**src/sv/fcr_pkg.sv**
```systemverilog
// Shared types and constants of the cubic Farrow resampler.
package fcr_pkg;

  localparam int SAMPLE_BITS     = 16;
  localparam int WIN_TAPS        = 4;
  localparam int CFG_INDEX_W     = 2;
  localparam int CFG_DATA_W      = 16;
  localparam int PHASE_W         = 17;
  localparam int JOB_QUEUE_DEPTH = 2;

  // Register indexes of the configuration port
  localparam logic [CFG_INDEX_W-1:0] REG_STEP_NUM    = 2'd0;
  localparam logic [CFG_INDEX_W-1:0] REG_STEP_DENOM  = 2'd1;
  localparam logic [CFG_INDEX_W-1:0] REG_START_PHASE = 2'd2;

  typedef logic signed [SAMPLE_BITS-1:0] sample_t;

  typedef struct packed {
    sample_t in_re;
    sample_t in_im;
  } in_beat_t;

  typedef struct packed {
    sample_t out_re;
    sample_t out_im;
    logic    run_last;
  } out_beat_t;

  // Element 0 is the oldest sample, element WIN_TAPS-1 the newest
  typedef struct packed {
    sample_t [WIN_TAPS-1:0] re;
    sample_t [WIN_TAPS-1:0] im;
  } win_t;

endpackage

```
**src/sv/fcr_queue.sv**
```systemverilog
// Short register queue between the phase sequencer and the Farrow datapath.
module fcr_queue #(
  parameter int WIDTH = 8,
  parameter int DEPTH = 2
) (
  input  logic             clk,
  input  logic             rst,
  input  logic             push_valid,
  output logic             push_ready,
  input  logic [WIDTH-1:0] push_data,
  output logic             pop_valid,
  input  logic             pop_ready,
  output logic [WIDTH-1:0] pop_data
);

  localparam int PTR_W = (DEPTH > 1) ? $clog2(DEPTH) : 1;
  localparam int CNT_W = $clog2(DEPTH + 1);

  logic [WIDTH-1:0] mem [DEPTH];
  logic [PTR_W-1:0] wr_ptr;
  logic [PTR_W-1:0] rd_ptr;
  logic [CNT_W-1:0] count;
  logic             push;
  logic             pop;

  assign push_ready = (count != CNT_W'(DEPTH));
  assign pop_valid  = (count != '0);
  assign pop_data   = mem[rd_ptr];
  assign push       = push_valid && push_ready;
  assign pop        = pop_valid && pop_ready;

  always_ff @(posedge clk) begin
    if (rst) begin
      wr_ptr <= '0;
      rd_ptr <= '0;
      count  <= '0;
    end else begin
      if (push) begin
        wr_ptr <= (wr_ptr == PTR_W'(DEPTH - 1)) ? '0 : wr_ptr + 1'b1;
      end
      if (pop) begin
        rd_ptr <= (rd_ptr == PTR_W'(DEPTH - 1)) ? '0 : rd_ptr + 1'b1;
      end
      if (push && !pop) begin
        count <= count + 1'b1;
      end else if (pop && !push) begin
        count <= count - 1'b1;
      end
    end
  end

  always_ff @(posedge clk) begin
    if (push) begin
      mem[wr_ptr] <= push_data;
    end
  end

  a_count_bound: assert property (@(posedge clk) disable iff (rst)
    count <= CNT_W'(DEPTH))
    else $error("queue holds more entries than its depth");

endmodule

```
**src/sv/fcr_front.sv**
```systemverilog
// Front end: sample window, phase accumulator and bit-serial fraction divider.
module fcr_front #(
  parameter int FRAC_BITS   = 16,
  parameter int MAX_OUTPUTS = 16
) (
  input  logic                             clk,
  input  logic                             rst,
  input  logic                             in_valid,
  output logic                             in_ready,
  input  fcr_pkg::in_beat_t                in_data,
  input  logic                             cfg_valid,
  output logic                             cfg_ready,
  input  logic [fcr_pkg::CFG_INDEX_W-1:0]  cfg_index,
  input  logic [fcr_pkg::CFG_DATA_W-1:0]   cfg_data,
  output logic                             job_valid,
  input  logic                             job_ready,
  output fcr_pkg::win_t                    job_win,
  output logic [FRAC_BITS-1:0]             job_frac,
  output logic                             job_last
);

  import fcr_pkg::*;

  localparam int BIT_W  = $clog2(FRAC_BITS);
  localparam int RUN_W  = $clog2(MAX_OUTPUTS + 1);
  localparam int FILL_W = 3;

  localparam logic [1:0] ST_IDLE  = 2'd0;
  localparam logic [1:0] ST_CHECK = 2'd1;
  localparam logic [1:0] ST_DIV   = 2'd2;
  localparam logic [1:0] ST_PUSH  = 2'd3;

  localparam logic [FILL_W-1:0] FILL_FULL = FILL_W'(WIN_TAPS);

  logic [1:0]            state;
  win_t                  win;
  logic [FILL_W-1:0]     fill;
  logic [FILL_W-1:0]     fill_next;
  logic [PHASE_W-1:0]    phase;
  logic [PHASE_W-1:0]    phase_step;
  logic [CFG_DATA_W-1:0] step_num;
  logic [CFG_DATA_W-1:0] step_denom;
  logic [CFG_DATA_W-1:0] den;
  logic [PHASE_W-1:0]    den_ext;
  logic [CFG_DATA_W-1:0] rem;
  logic [PHASE_W-1:0]    rem_dbl;
  logic                  rem_ge;
  logic [FRAC_BITS-1:0]  quot;
  logic [BIT_W-1:0]      bit_cnt;
  logic [RUN_W-1:0]      run_cnt;
  logic                  run_go;
  logic                  in_take;

  assign den        = (step_denom == '0) ? CFG_DATA_W'(1) : step_denom;
  assign den_ext    = {1'b0, den};
  assign phase_step = phase + {1'b0, step_num};
  assign fill_next  = (fill == FILL_FULL) ? fill : fill + 1'b1;
  assign run_go     = (run_cnt < RUN_W'(MAX_OUTPUTS)) && (phase < den_ext);
  assign rem_dbl    = {rem, 1'b0};
  assign rem_ge     = (rem_dbl >= den_ext);

  assign in_ready  = (state == ST_IDLE);
  assign cfg_ready = (state == ST_IDLE);
  assign in_take   = in_valid && in_ready;

  assign job_valid = (state == ST_PUSH);
  assign job_win   = win;
  assign job_frac  = quot;
  assign job_last  = (run_cnt == RUN_W'(MAX_OUTPUTS - 1)) || (phase_step >= den_ext);

  always_ff @(posedge clk) begin
    if (rst) begin
      state      <= ST_IDLE;
      fill       <= '0;
      phase      <= '0;
      step_num   <= CFG_DATA_W'(1);
      step_denom <= CFG_DATA_W'(1);
      run_cnt    <= '0;
      bit_cnt    <= '0;
    end else begin
      unique case (state)
        ST_IDLE: begin
          if (in_take) begin
            fill    <= fill_next;
            run_cnt <= '0;
            if (fill_next == FILL_FULL) begin
              state <= ST_CHECK;
            end
          end
        end
        ST_CHECK: begin
          if (run_go) begin
            bit_cnt <= '0;
            state   <= ST_DIV;
          end else begin
            phase <= (phase >= den_ext) ? phase - den_ext : '0;
            state <= ST_IDLE;
          end
        end
        ST_DIV: begin
          bit_cnt <= bit_cnt + 1'b1;
          if (bit_cnt == BIT_W'(FRAC_BITS - 1)) begin
            state <= ST_PUSH;
          end
        end
        ST_PUSH: begin
          if (job_ready) begin
            phase   <= phase_step;
            run_cnt <= run_cnt + 1'b1;
            state   <= ST_CHECK;
          end
        end
      endcase

      if (cfg_valid && cfg_ready) begin
        unique case (cfg_index)
          REG_STEP_NUM:    step_num   <= cfg_data;
          REG_STEP_DENOM:  step_denom <= cfg_data;
          REG_START_PHASE: phase      <= {1'b0, cfg_data};
          default: ;
        endcase
      end
    end
  end

  // Window and divider datapath
  always_ff @(posedge clk) begin
    if (in_take) begin
      win.re <= {in_data.in_re, win.re[WIN_TAPS-1:1]};
      win.im <= {in_data.in_im, win.im[WIN_TAPS-1:1]};
    end
    if (state == ST_CHECK) begin
      rem  <= phase[CFG_DATA_W-1:0];
      quot <= '0;
    end else if (state == ST_DIV) begin
      rem  <= rem_ge ? CFG_DATA_W'(rem_dbl - den_ext) : rem_dbl[CFG_DATA_W-1:0];
      quot <= {quot[FRAC_BITS-2:0], rem_ge};
    end
  end

  a_run_cap: assert property (@(posedge clk) disable iff (rst)
    run_cnt <= RUN_W'(MAX_OUTPUTS))
    else $error("run count passed its cap");

  a_push_below: assert property (@(posedge clk) disable iff (rst)
    (state == ST_PUSH) |-> (phase < den_ext))
    else $error("job offered with phase not below the denominator");

  a_fill_sat: assert property (@(posedge clk) disable iff (rst)
    fill <= FILL_FULL)
    else $error("fill count passed the window size");

endmodule

```
**src/sv/fcr_back.sv**
```systemverilog
// Back end: shared Horner multipliers, rounding, divide by six and saturation.
module fcr_back #(
  parameter int FRAC_BITS = 16
) (
  input  logic                 clk,
  input  logic                 rst,
  input  logic                 job_valid,
  output logic                 job_ready,
  input  fcr_pkg::win_t        job_win,
  input  logic [FRAC_BITS-1:0] job_frac,
  input  logic                 job_last,
  output logic                 out_valid,
  input  logic                 out_ready,
  output fcr_pkg::out_beat_t   out_data
);

  import fcr_pkg::*;

  localparam int ACC_W      = SAMPLE_BITS + 7;
  localparam int PROD_W     = ACC_W + FRAC_BITS + 1;
  localparam int SAT_SPAN   = 6 * (2 ** (SAMPLE_BITS - 1));
  localparam int V_W        = SAMPLE_BITS + 2;
  localparam int DIV3_SHIFT = SAMPLE_BITS + 4;
  localparam int DIV3_MUL   = (2 ** DIV3_SHIFT + 2) / 3;
  localparam int MUL_W      = DIV3_SHIFT - 1;
  localparam int PQ_W       = V_W + MUL_W;

  localparam logic [2:0] ST_IDLE  = 3'd0;
  localparam logic [2:0] ST_MUL   = 3'd1;
  localparam logic [2:0] ST_ADD   = 3'd2;
  localparam logic [2:0] ST_CLAMP = 3'd3;
  localparam logic [2:0] ST_DIV3  = 3'd4;
  localparam logic [2:0] ST_OUT   = 3'd5;

  localparam logic [1:0] LAST_STEP = 2'd2;

  typedef logic signed [ACC_W-1:0]  acc_t;
  typedef logic signed [PROD_W-1:0] prod_t;

  typedef struct packed {
    acc_t k3;
    acc_t k2;
    acc_t k1;
    acc_t k0;
  } coef_t;

  localparam acc_t                ACC_THREE  = acc_t'(3);
  localparam acc_t                SAT_HI     = acc_t'(SAT_SPAN - 1);
  localparam acc_t                SAT_LO     = acc_t'(-SAT_SPAN);
  localparam acc_t                SAT_OFF    = acc_t'(SAT_SPAN);
  localparam logic signed [PROD_W:0] ROUND_HALF = (PROD_W + 1)'(1) << (FRAC_BITS - 1);
  localparam logic [MUL_W-1:0]    RECIP3     = MUL_W'(DIV3_MUL);

  // Coefficients scaled by six so that all of them are integers
  function automatic coef_t farrow_coefs(sample_t [WIN_TAPS-1:0] x);
    acc_t  x0;
    acc_t  x1;
    acc_t  x2;
    acc_t  x3;
    coef_t c;
    x0   = acc_t'($signed(x[0]));
    x1   = acc_t'($signed(x[1]));
    x2   = acc_t'($signed(x[2]));
    x3   = acc_t'($signed(x[3]));
    c.k3 = x3 - acc_t'(3) * x2 + acc_t'(3) * x1 - x0;
    c.k2 = acc_t'(6) * x2 - x3 - acc_t'(9) * x1 + acc_t'(4) * x0;
    c.k1 = x2 + acc_t'(4) * x1 - acc_t'(5) * x0;
    c.k0 = acc_t'(4) * x1 + acc_t'(2) * x0;
    return c;
  endfunction

  function automatic acc_t pick_coef(coef_t c, logic [1:0] s);
    acc_t k;
    unique case (s)
      2'd0:    k = c.k2;
      2'd1:    k = c.k1;
      default: k = c.k0;
    endcase
    return k;
  endfunction

  // Round to nearest, ties upward, then add the next coefficient
  function automatic acc_t round_add(prod_t p, acc_t k);
    logic signed [PROD_W:0] t;
    t = (PROD_W + 1)'(p) + ROUND_HALF;
    t = t >>> FRAC_BITS;
    return t[ACC_W-1:0] + k;
  endfunction

  // Add the rounding bias, clamp to the representable range, shift to
  // non-negative and halve; the divide by three follows
  function automatic logic [V_W-1:0] clamp_half(acc_t a);
    acc_t w;
    acc_t u;
    w = a + ACC_THREE;
    if (w > SAT_HI) begin
      w = SAT_HI;
    end else if (w < SAT_LO) begin
      w = SAT_LO;
    end
    u = w + SAT_OFF;
    return u[V_W:1];
  endfunction

  // Quotient lies in [0, 2^SAMPLE_BITS); flip the top bit to remove the offset
  function automatic sample_t unbias(logic [PQ_W-1:0] p);
    logic [SAMPLE_BITS-1:0] f;
    f = p[DIV3_SHIFT +: SAMPLE_BITS];
    return {~f[SAMPLE_BITS-1], f[SAMPLE_BITS-2:0]};
  endfunction

  logic [2:0]           state;
  logic [1:0]           step;
  coef_t                coef_re;
  coef_t                coef_im;
  acc_t                 acc_re;
  acc_t                 acc_im;
  prod_t                prod_re;
  prod_t                prod_im;
  logic [V_W-1:0]       v_re;
  logic [V_W-1:0]       v_im;
  logic [PQ_W-1:0]      pq_re;
  logic [PQ_W-1:0]      pq_im;
  logic signed [FRAC_BITS:0] frac;
  logic                 last;
  logic                 job_take;
  logic                 out_load;
  coef_t                new_re;
  coef_t                new_im;

  assign job_ready = (state == ST_IDLE);
  assign job_take  = job_valid && job_ready;
  assign out_load  = (state == ST_OUT) && (!out_valid || out_ready);
  assign new_re    = farrow_coefs(job_win.re);
  assign new_im    = farrow_coefs(job_win.im);

  always_ff @(posedge clk) begin
    if (rst) begin
      state     <= ST_IDLE;
      step      <= '0;
      out_valid <= 1'b0;
    end else begin
      if (out_load) begin
        out_valid <= 1'b1;
      end else if (out_ready) begin
        out_valid <= 1'b0;
      end
      unique case (state)
        ST_IDLE: begin
          if (job_take) begin
            step  <= '0;
            state <= ST_MUL;
          end
        end
        ST_MUL:   state <= ST_ADD;
        ST_ADD: begin
          step  <= step + 1'b1;
          state <= (step == LAST_STEP) ? ST_CLAMP : ST_MUL;
        end
        ST_CLAMP: state <= ST_DIV3;
        ST_DIV3:  state <= ST_OUT;
        ST_OUT: begin
          if (out_load) begin
            state <= ST_IDLE;
          end
        end
        default:  state <= ST_IDLE;
      endcase
    end
  end

  always_ff @(posedge clk) begin
    if (job_take) begin
      coef_re <= new_re;
      coef_im <= new_im;
      acc_re  <= new_re.k3;
      acc_im  <= new_im.k3;
      frac    <= {1'b0, job_frac};
      last    <= job_last;
    end
    if (state == ST_MUL) begin
      prod_re <= prod_t'(acc_re) * prod_t'(frac);
      prod_im <= prod_t'(acc_im) * prod_t'(frac);
    end
    if (state == ST_ADD) begin
      acc_re <= round_add(prod_re, pick_coef(coef_re, step));
      acc_im <= round_add(prod_im, pick_coef(coef_im, step));
    end
    if (state == ST_CLAMP) begin
      v_re <= clamp_half(acc_re);
      v_im <= clamp_half(acc_im);
    end
    if (state == ST_DIV3) begin
      pq_re <= PQ_W'(v_re) * PQ_W'(RECIP3);
      pq_im <= PQ_W'(v_im) * PQ_W'(RECIP3);
    end
    if (out_load) begin
      out_data <= '{out_re: unbias(pq_re), out_im: unbias(pq_im), run_last: last};
    end
  end

  a_out_load: assert property (@(posedge clk) disable iff (rst)
    out_load |=> (out_valid && state == ST_IDLE))
    else $error("result not presented after load");

  a_step_range: assert property (@(posedge clk) disable iff (rst)
    (state == ST_ADD) |-> (step <= LAST_STEP))
    else $error("Horner step beyond the constant term");

endmodule

```
**src/sv/cubic_farrow_resampler.sv**
```systemverilog
// Top level of the cubic Farrow fractional resampler for complex samples.
//
//  channel   signals                                direction  beat
//  -------   -------------------------------------  ---------  ------------------------
//  in        in_valid, in_ready, in_data            sink       one complex Q1.15 sample
//  out       out_valid, out_ready, out_data         source     one output plus run_last
//  cfg       cfg_valid, cfg_ready, cfg_index/_data  sink       one register write
//
// An input beat with R outputs keeps the input side busy until all R jobs are
// queued: the bit-serial divider that forms the fraction d = phase / step_denom
// for each output sets the rate, and a full job queue stalls it.
// The Farrow datapath works behind a two-entry job queue, so it overlaps the
// divider of the next output.
// Reset (rst, synchronous) clears the fill count, loads phase 0 and both steps 1.
// A stalled output holds in the output register while the next result is built;
// configuration beats are taken whenever the input side is idle.
module cubic_farrow_resampler #(
  parameter int FRAC_BITS   = 16,
  parameter int MAX_OUTPUTS = 16
) (
  input  logic                             clk,
  input  logic                             rst,
  input  logic                             in_valid,
  output logic                             in_ready,
  input  fcr_pkg::in_beat_t                in_data,
  output logic                             out_valid,
  input  logic                             out_ready,
  output fcr_pkg::out_beat_t               out_data,
  input  logic                             cfg_valid,
  output logic                             cfg_ready,
  input  logic [fcr_pkg::CFG_INDEX_W-1:0]  cfg_index,
  input  logic [fcr_pkg::CFG_DATA_W-1:0]   cfg_data
);

  import fcr_pkg::*;

  // Job word: window snapshot, fraction, last-of-run flag
  localparam int JOB_W = $bits(win_t) + FRAC_BITS + 1;

  win_t                 fr_win;
  logic [FRAC_BITS-1:0] fr_frac;
  logic                 fr_last;
  logic                 fr_valid;
  logic                 fr_ready;
  logic [JOB_W-1:0]     q_in;
  logic [JOB_W-1:0]     q_out;
  logic                 bk_valid;
  logic                 bk_ready;
  win_t                 bk_win;
  logic [FRAC_BITS-1:0] bk_frac;
  logic                 bk_last;

  // Front end: shift the window, advance the phase, form d for each output
  fcr_front #(
    .FRAC_BITS   (FRAC_BITS),
    .MAX_OUTPUTS (MAX_OUTPUTS)
  ) u_front (
    .clk       (clk),
    .rst       (rst),
    .in_valid  (in_valid),
    .in_ready  (in_ready),
    .in_data   (in_data),
    .cfg_valid (cfg_valid),
    .cfg_ready (cfg_ready),
    .cfg_index (cfg_index),
    .cfg_data  (cfg_data),
    .job_valid (fr_valid),
    .job_ready (fr_ready),
    .job_win   (fr_win),
    .job_frac  (fr_frac),
    .job_last  (fr_last)
  );

  assign q_in = {fr_win, fr_frac, fr_last};

  // Decouple the divider from the polynomial datapath
  fcr_queue #(
    .WIDTH (JOB_W),
    .DEPTH (JOB_QUEUE_DEPTH)
  ) u_queue (
    .clk        (clk),
    .rst        (rst),
    .push_valid (fr_valid),
    .push_ready (fr_ready),
    .push_data  (q_in),
    .pop_valid  (bk_valid),
    .pop_ready  (bk_ready),
    .pop_data   (q_out)
  );

  assign {bk_win, bk_frac, bk_last} = q_out;

  // Back end: evaluate the cubic, round, divide by six and saturate
  fcr_back #(
    .FRAC_BITS (FRAC_BITS)
  ) u_back (
    .clk       (clk),
    .rst       (rst),
    .job_valid (bk_valid),
    .job_ready (bk_ready),
    .job_win   (bk_win),
    .job_frac  (bk_frac),
    .job_last  (bk_last),
    .out_valid (out_valid),
    .out_ready (out_ready),
    .out_data  (out_data)
  );

endmodule

```
**config.mk**
```make
export PLATFORM = sky130hd
export DESIGN_NAME = cubic_farrow_resampler
export DESIGN_NICKNAME = d
export VERILOG_FILES = /design/src/sv/fcr_pkg.sv /design/src/sv/fcr_queue.sv /design/src/sv/fcr_front.sv /design/src/sv/fcr_back.sv /design/src/sv/cubic_farrow_resampler.sv
export SDC_FILE = /design/constraint.sdc
export NUM_CORES = 2
export LEC_CHECK = 0
export BUFFER_PORTS_ARGS = -buffer_cell sky130_fd_sc_hd__buf_2
export CAP_MARGIN = 20
export CORE_MARGIN = 4
export CORE_UTILIZATION = 50
export CTS_CLUSTER_SIZE = 40
export DETAILED_ROUTE_END_ITERATION = 10
export GPL_TIMING_DRIVEN = 0
export PLACE_DENSITY = 0.65
export RECOVER_POWER = 25
export SLEW_MARGIN = 10
export SYNTH_ARGS = -nofsm -noshare
export SYNTH_HDL_FRONTEND = slang
export SYNTH_HIERARCHICAL = 1
export SYNTH_SLANG_ARGS = --single-unit
```
**constraint.sdc**
```tcl
create_clock -name clk -period 7.5 [get_ports clk]
set_input_delay 0 -clock clk [delete_from_list [all_inputs] [get_ports clk]]
set_output_delay 0 -clock clk [all_outputs]
set_load 0.01 [all_outputs]
```
# After elaboration in Yosys (flattened, before gate mapping)
# Memories as Yosys holds them, arrays and structs flattened. A register that Yosys moved wholly into a read port is not among the register bits.
# Index checks and enable logic that the tools add are counted.
# W data, S select, Z words.
[word_totals] regBits=651 ramBits=290 in_bits=55 output_inout_bits=36 wordCells=214 memories=1
[memory_table] memory="u_queue.mem" words=2 word_bits=145 rd=1 rd_clocked_by_memory_dff=1 write_ports=1 line_no="fcr_queue.sv:19" text="logic [WIDTH-1:0] mem [DEPTH];"
[classes] add_sub_neg=37 multipliers=14 order_cmp=9 n_eq_ne=24 mux=52 n_bitwise=2 reduce_logical=33
[ops] op="$mux W23" n=6
[ops] op="$mul A3 B16 Y19 const A" n=6
[ops] op="$mux W19" n=6
[ops] op="$add A23 B23 Y23" n=4
[ops] op="$pmux W23 S2" n=2
[ops] op="$sub A23 B23 Y23" n=4
[ops] op="$mux W17" n=5
[ops] op="$add A39 B17 Y39 const B" n=2
[ops] op="$mul A23 B17 Y39" n=2
[ops] op="$mul A18 B18 Y35 const B" n=2
[ops] op="$mux W16" n=4
[ops] op="$ge A17 B16 Y1" n=3
[ops] op="$add A23 B18 Y23" n=2
[ops] op="$add A23 B3 Y23 const B" n=2
[ops] op="$gt A23 B19 Y1 const B" n=2
[ops] op="$lt A23 B19 Y1 const B" n=2
[ops] op="$sub A23 B16 Y23" n=2
[ops] op="$mul A5 B16 Y21 const A" n=2
[ops] op="$sub A20 B16 Y21" n=2
[ops] op="$mul A4 B16 Y20 const A" n=2
[ops] op="$sub A16 B19 Y20" n=2
[ops] op="$add A16 B18 Y19" n=2
[ops] op="$add A18 B17 Y19" n=2
[ops] op="$add A19 B19 Y19 const B" n=2
[ops] op="42 further kinds" n=101

# Depth between registers and ports, before layout
[logic_depth] ltp_word=8 depth_mapped=31 mapped_depth_nobuf=28

# By module
# The synthesis kept the hierarchy.
[modules_own_cells] mod="fcr_back" n_inst=1 cells_each=7424 area_per_inst_um2=71273.4 seq_area_each_um2=10209.8
[modules_own_cells] mod="fcr_queue" n_inst=1 cells_each=475 area_per_inst_um2=10875.4 seq_area_each_um2=8808.4
[modules_own_cells] mod="fcr_front" n_inst=1 cells_each=964 area_per_inst_um2=10829.1 seq_area_each_um2=5905.7

# Worst setup path before layout
# No wires, ideal clock.
[synth_path] path_kind="reg2reg" start="reg with a tool-made name" end="reg u_back/coef_re[67] (netlist bit) (data pin)" setup_time_ns=0.258 t_arrival_ns=6.544 required_time_ns=7.242 slack_ns=0.698 path_stages_with_launch=30 path_buffers=3 synth_period_minus_slack_ns=6.802 path_cell_list="dfxtp_1 > buf_6 > buf_6 > buf_6 > mux2_4 > ha_1 > ha_1 > fa_1 > a21o_1 > a21oi_1 > o21bai_1 > a21oi_1 > o21bai_1 > a21oi_1 > xnor2_1 > fa_1 > inv_1 > ha_1 > fa_1 > inv_1 > fa_1 > ha_1 > a21o_1 > a21o_1 > a21oi_1 > o221ai_1 > o41a_1 > nand4_1 > nand3b_1 > xor2_1"
[synth_lines] item="end signal, assigned" line_no="fcr_back.sv:174" text="coef_re <= new_re;"
[synth_lines] item="end, declared" line_no="fcr_back.sv:114" text="coef_t coef_re;"

# Final worst setup path
[layout_path] start="reg u_back.acc_re[21]" end="reg u_back.prod_re[38] (data pin)"
[layout_between] elab_chain_cells=1
[layout_rtl] item="start, declared" line_no="fcr_back.sv:116" text="acc_t acc_re;"
[layout_rtl] item="start signal, assigned" line_no="fcr_back.sv:176" text="acc_re <= new_re.k3;"
[layout_rtl] item="start signal, assigned" line_no="fcr_back.sv:186" text="acc_re <= round_add(prod_re, pick_coef(coef_re, step));"
[layout_rtl] item="$mul A23 B17 Y39" line_no="fcr_back.sv:182" text="prod_re <= prod_t'(acc_re) * prod_t'(frac);"
[layout_rtl] item="end signal, assigned" line_no="fcr_back.sv:182"
[layout_rtl] item="end, declared" line_no="fcr_back.sv:118" text="prod_t prod_re;"
# No other way between the ends.
# A chain may end at the register's enable or synchronous reset.

==> reports/metrics.yaml <==
viasPerCell: 5.37
max-slew-margin-rel: 0.203
io-pin-count: 91
skew_ps: 37.2
slew_viol_final: 0
routed_wirelength_um: 242000
hold_path.class: "input port to flop"
synth-main-ff-cell: "edfxtp_1"
maxCapViolCount: 0
antenna_left: 0
setup.worst_path.end_class: "flop"
synthArstFlopShare: 0
ctsHtreeMaxLevel: 3
clkTransAtPathRegs_ps: 60
place_hpwl_um: 197000
avgSynthCellArea_um2: 10.5
path_common_cell: "fa_1"
fmax_mhz: 137
setup_viol: 0
yosysWarningCount: 6
cpPeakStageDelay_ps: 550
rsz0062_at_grt: "yes"
die_y_um: 439
drc: 0
routabilityCongestion: 0.932
yosysSeqAreaShare: 0.268
stdcell_count: 11800
critPathMaxFanout: 10
required_ps: 7990
min_period_ps: 7320
port_buffers: 90
top_usage_layer: "met2"
outcome: "finished, final reports clean"
use_met1: 0.341
cp-start-kind: "flop"
holdWs_ps: 76.3
grt_pass1_vias: 67200
dp_cells: 11400
syn-num-nets: 11200
placeableCoreArea_mm2: 0.185
cts_buffer_depth: 3
grt_pass1_wl_um: 382000
nets: 11500
final.setup.worst_slack_ps: 175
dieArea_mm2: 0.193
drive_gt1_frac: 0.0758
cp_slowest_cell: "fa_1"
grt_max_degree: 97
wl_per_cell_um: 20.6
grt_util_met3: 0.0319
worstMarginPinSlew_ps: 1200
hold_viol_final: 0
worstPathCellList: "clkbuf_1 -> clkbuf_2 -> nand2_1 -> fa_1 -> fa_1 -> fa_1 -> inv_1 -> fa_1 -> fa_1 -> inv_1 -> fa_1 -> inv_1 -> ha_1 -> and4_1 -> nand2_1 -> o211ai_1 -> a21oi_1 -> a21oi_1 -> o211a_1 -> o21ai_1 -> o2111ai_1 -> a21oi_1 -> xnor2_1"
initial_core_util: 0.502
cts_tree: "built"
synth.distinct_cells: 93
dr.pass1.iters: 6
dp_slack_ps: -1000
met2_usage: 0.429
drtIter0Drc: 4067
netlist_area_mm2: 0.0930
antenna_found_initial: 5
area_growth_pct: 9.79
period_share: 0.977
die_w_um: 439
cts_sinks: 860
synth-edff-count: 770
clock-root-buffer: "clkbuf_16"
insertion_delay_ps: 740
cts_buffers: 95
rows: 158
cp_data_arrival_time_ps: 7810
track_usage: 0.256
crit_type: "flop to flop"
grt_overflow: 0
ys_seq_elements: 860
fill_cells: 16300
vias: 63100
syn_inst: 8863
==> through the flow <==
stage	TNS (ps)	util	cell area, µm²
floorplan	0	-	93000
global placement	-18250	0.521	96500
detailed placement	-19480	0.523	96900
CTS	0	0.549	102000
global route	-61.0	0.551	102000
finish	0	0.551	102000
==> area by class of cell <==
class,count,area [µm²],area share
multi-input cells,5872,60200,0.590
diodes,2,5.00,0.0000490
clock buffers,110,2490,0.0244
flip-flops and latches,860,24900,0.244
plain buffers,224,1220,0.0119
repair buffers,258,2220,0.0218
inverters,1880,7070,0.0693
well taps,2480,3100,0.0304
clock inverters,67,818,0.00802
==> placed cells by master, fill, tap and decap left out, types with 97 or more instances in the layout <==
| cell type | instances |
|---|---|
| a21o_1 | 116 |
| a21oi_1 | 303 |
| and2_1 | 321 |
| buf_2 | 115 |
| clkbuf_16 | 97 |
| dlygate4sd3_1 | 100 |
| edfxtp_1 | 770 |
| fa_1 | 1210 |
| ha_1 | 1081 |
| inv_1 | 1877 |
| nand2_1 | 756 |
| nand3_1 | 100 |
| nor2_1 | 310 |
| nor3_1 | 103 |
| o21ai_0 | 180 |
| xnor2_1 | 311 |
| xor2_1 | 135 |
==> cell usage after synthesis (all sizes together), types with 150 or more instances <==
library cell	instances	area share
and2	323	0.022
nor2	314	0.013
a21oi	318	0.017
nand2	757	0.031
ha	1088	0.15
inv	1880	0.076
o21ai	202	0.011
fa	1211	0.26
edfxtp	770	0.25
xnor2	312	0.029
clkbuf	199	0.0080
mux2	150	0.020
==> logic make-up (layout without fill, tap and decap cells) <==
group / after synthesis / count (layout) / share of synthesized area
and+or+nand+nor: 1890 / 1890 / 0.0969
buffers and inverters: 2131 / 2539 / 0.0871
adders and majority gates: 2299 / 2299 / 0.407
DFF: 860 / 860 / 0.268
xor gates and xnor gates: 447 / 447 / 0.0421
other: 0 / 2 / 0
AOI/OAI and AO/OA: 1040 / 1040 / 0.0736
muxes: 196 / 196 / 0.0251
==> timing repair <==
action,4_1_cts,5_1_grt
hold endpoints to repair,100,0
resized for setup,103,174
setup endpoints to repair,53,26
hold buffers,100,0
pin swaps,6,15
setup buffers,42,10
==> registers in the layout, indices dropped and copies added, names as in the netlist, 17 cells and up, named ones only <==
signal,flops
u_back/acc_re,23
u_back/prod_re,24
u_back/coef_im,62
u_queue/mem,290
u_back/coef_re,62
u_back/v_re,18
u_front/phase,17
u_back/out_data,33
u_back/prod_im,24
u_back/acc_im,23
u_back/v_im,18
u_front/job_win,128
==> critical path: cells and delay by family (launching register included) <==
family / cells / cell delay (ps)
XOR/XNOR: 1 / 130
flip-flops: 1 / 370
AND/OR/NAND/NOR: 3 / 460
adder cells (fa/ha/maj): 7 / 3450
AO/OA/AOI/OAI: 7 / 1550
buffers and inverters: 5 / 1120
==> final timing paths <==
check | startpoint | endpoint | slack, ps | depth (start not counted)
min | in_data[31] | u_front/job_win[127]$_DFFE_PP_ | 80 | 2
min reg2reg | u_back/pq_re[34]$_DFFE_PP_ | u_back/out_data[31]$_DFFE_PP_ | 420 | 0
max reg2reg | u_back/acc_re[21]$_DFFE_PP_ | u_back/prod_re[38]$_DFFE_PP_ | 180 | 23
max | u_back/acc_re[21]$_DFFE_PP_ | u_back/prod_re[38]$_DFFE_PP_ | 180 | 23
==> routing by layer <==
layer  part of all wire  wire length, µm  up-vias
li1                   -                -    29300
met1               0.43           103000    31700
met2               0.47           115000     1664
met3              0.052            12700      458
met4              0.048            11700        2
met5           0.000054               13        -
Power is not shown: default switching activity piles up to over one toggle a cycle in this logic, so the estimate is an artifact.
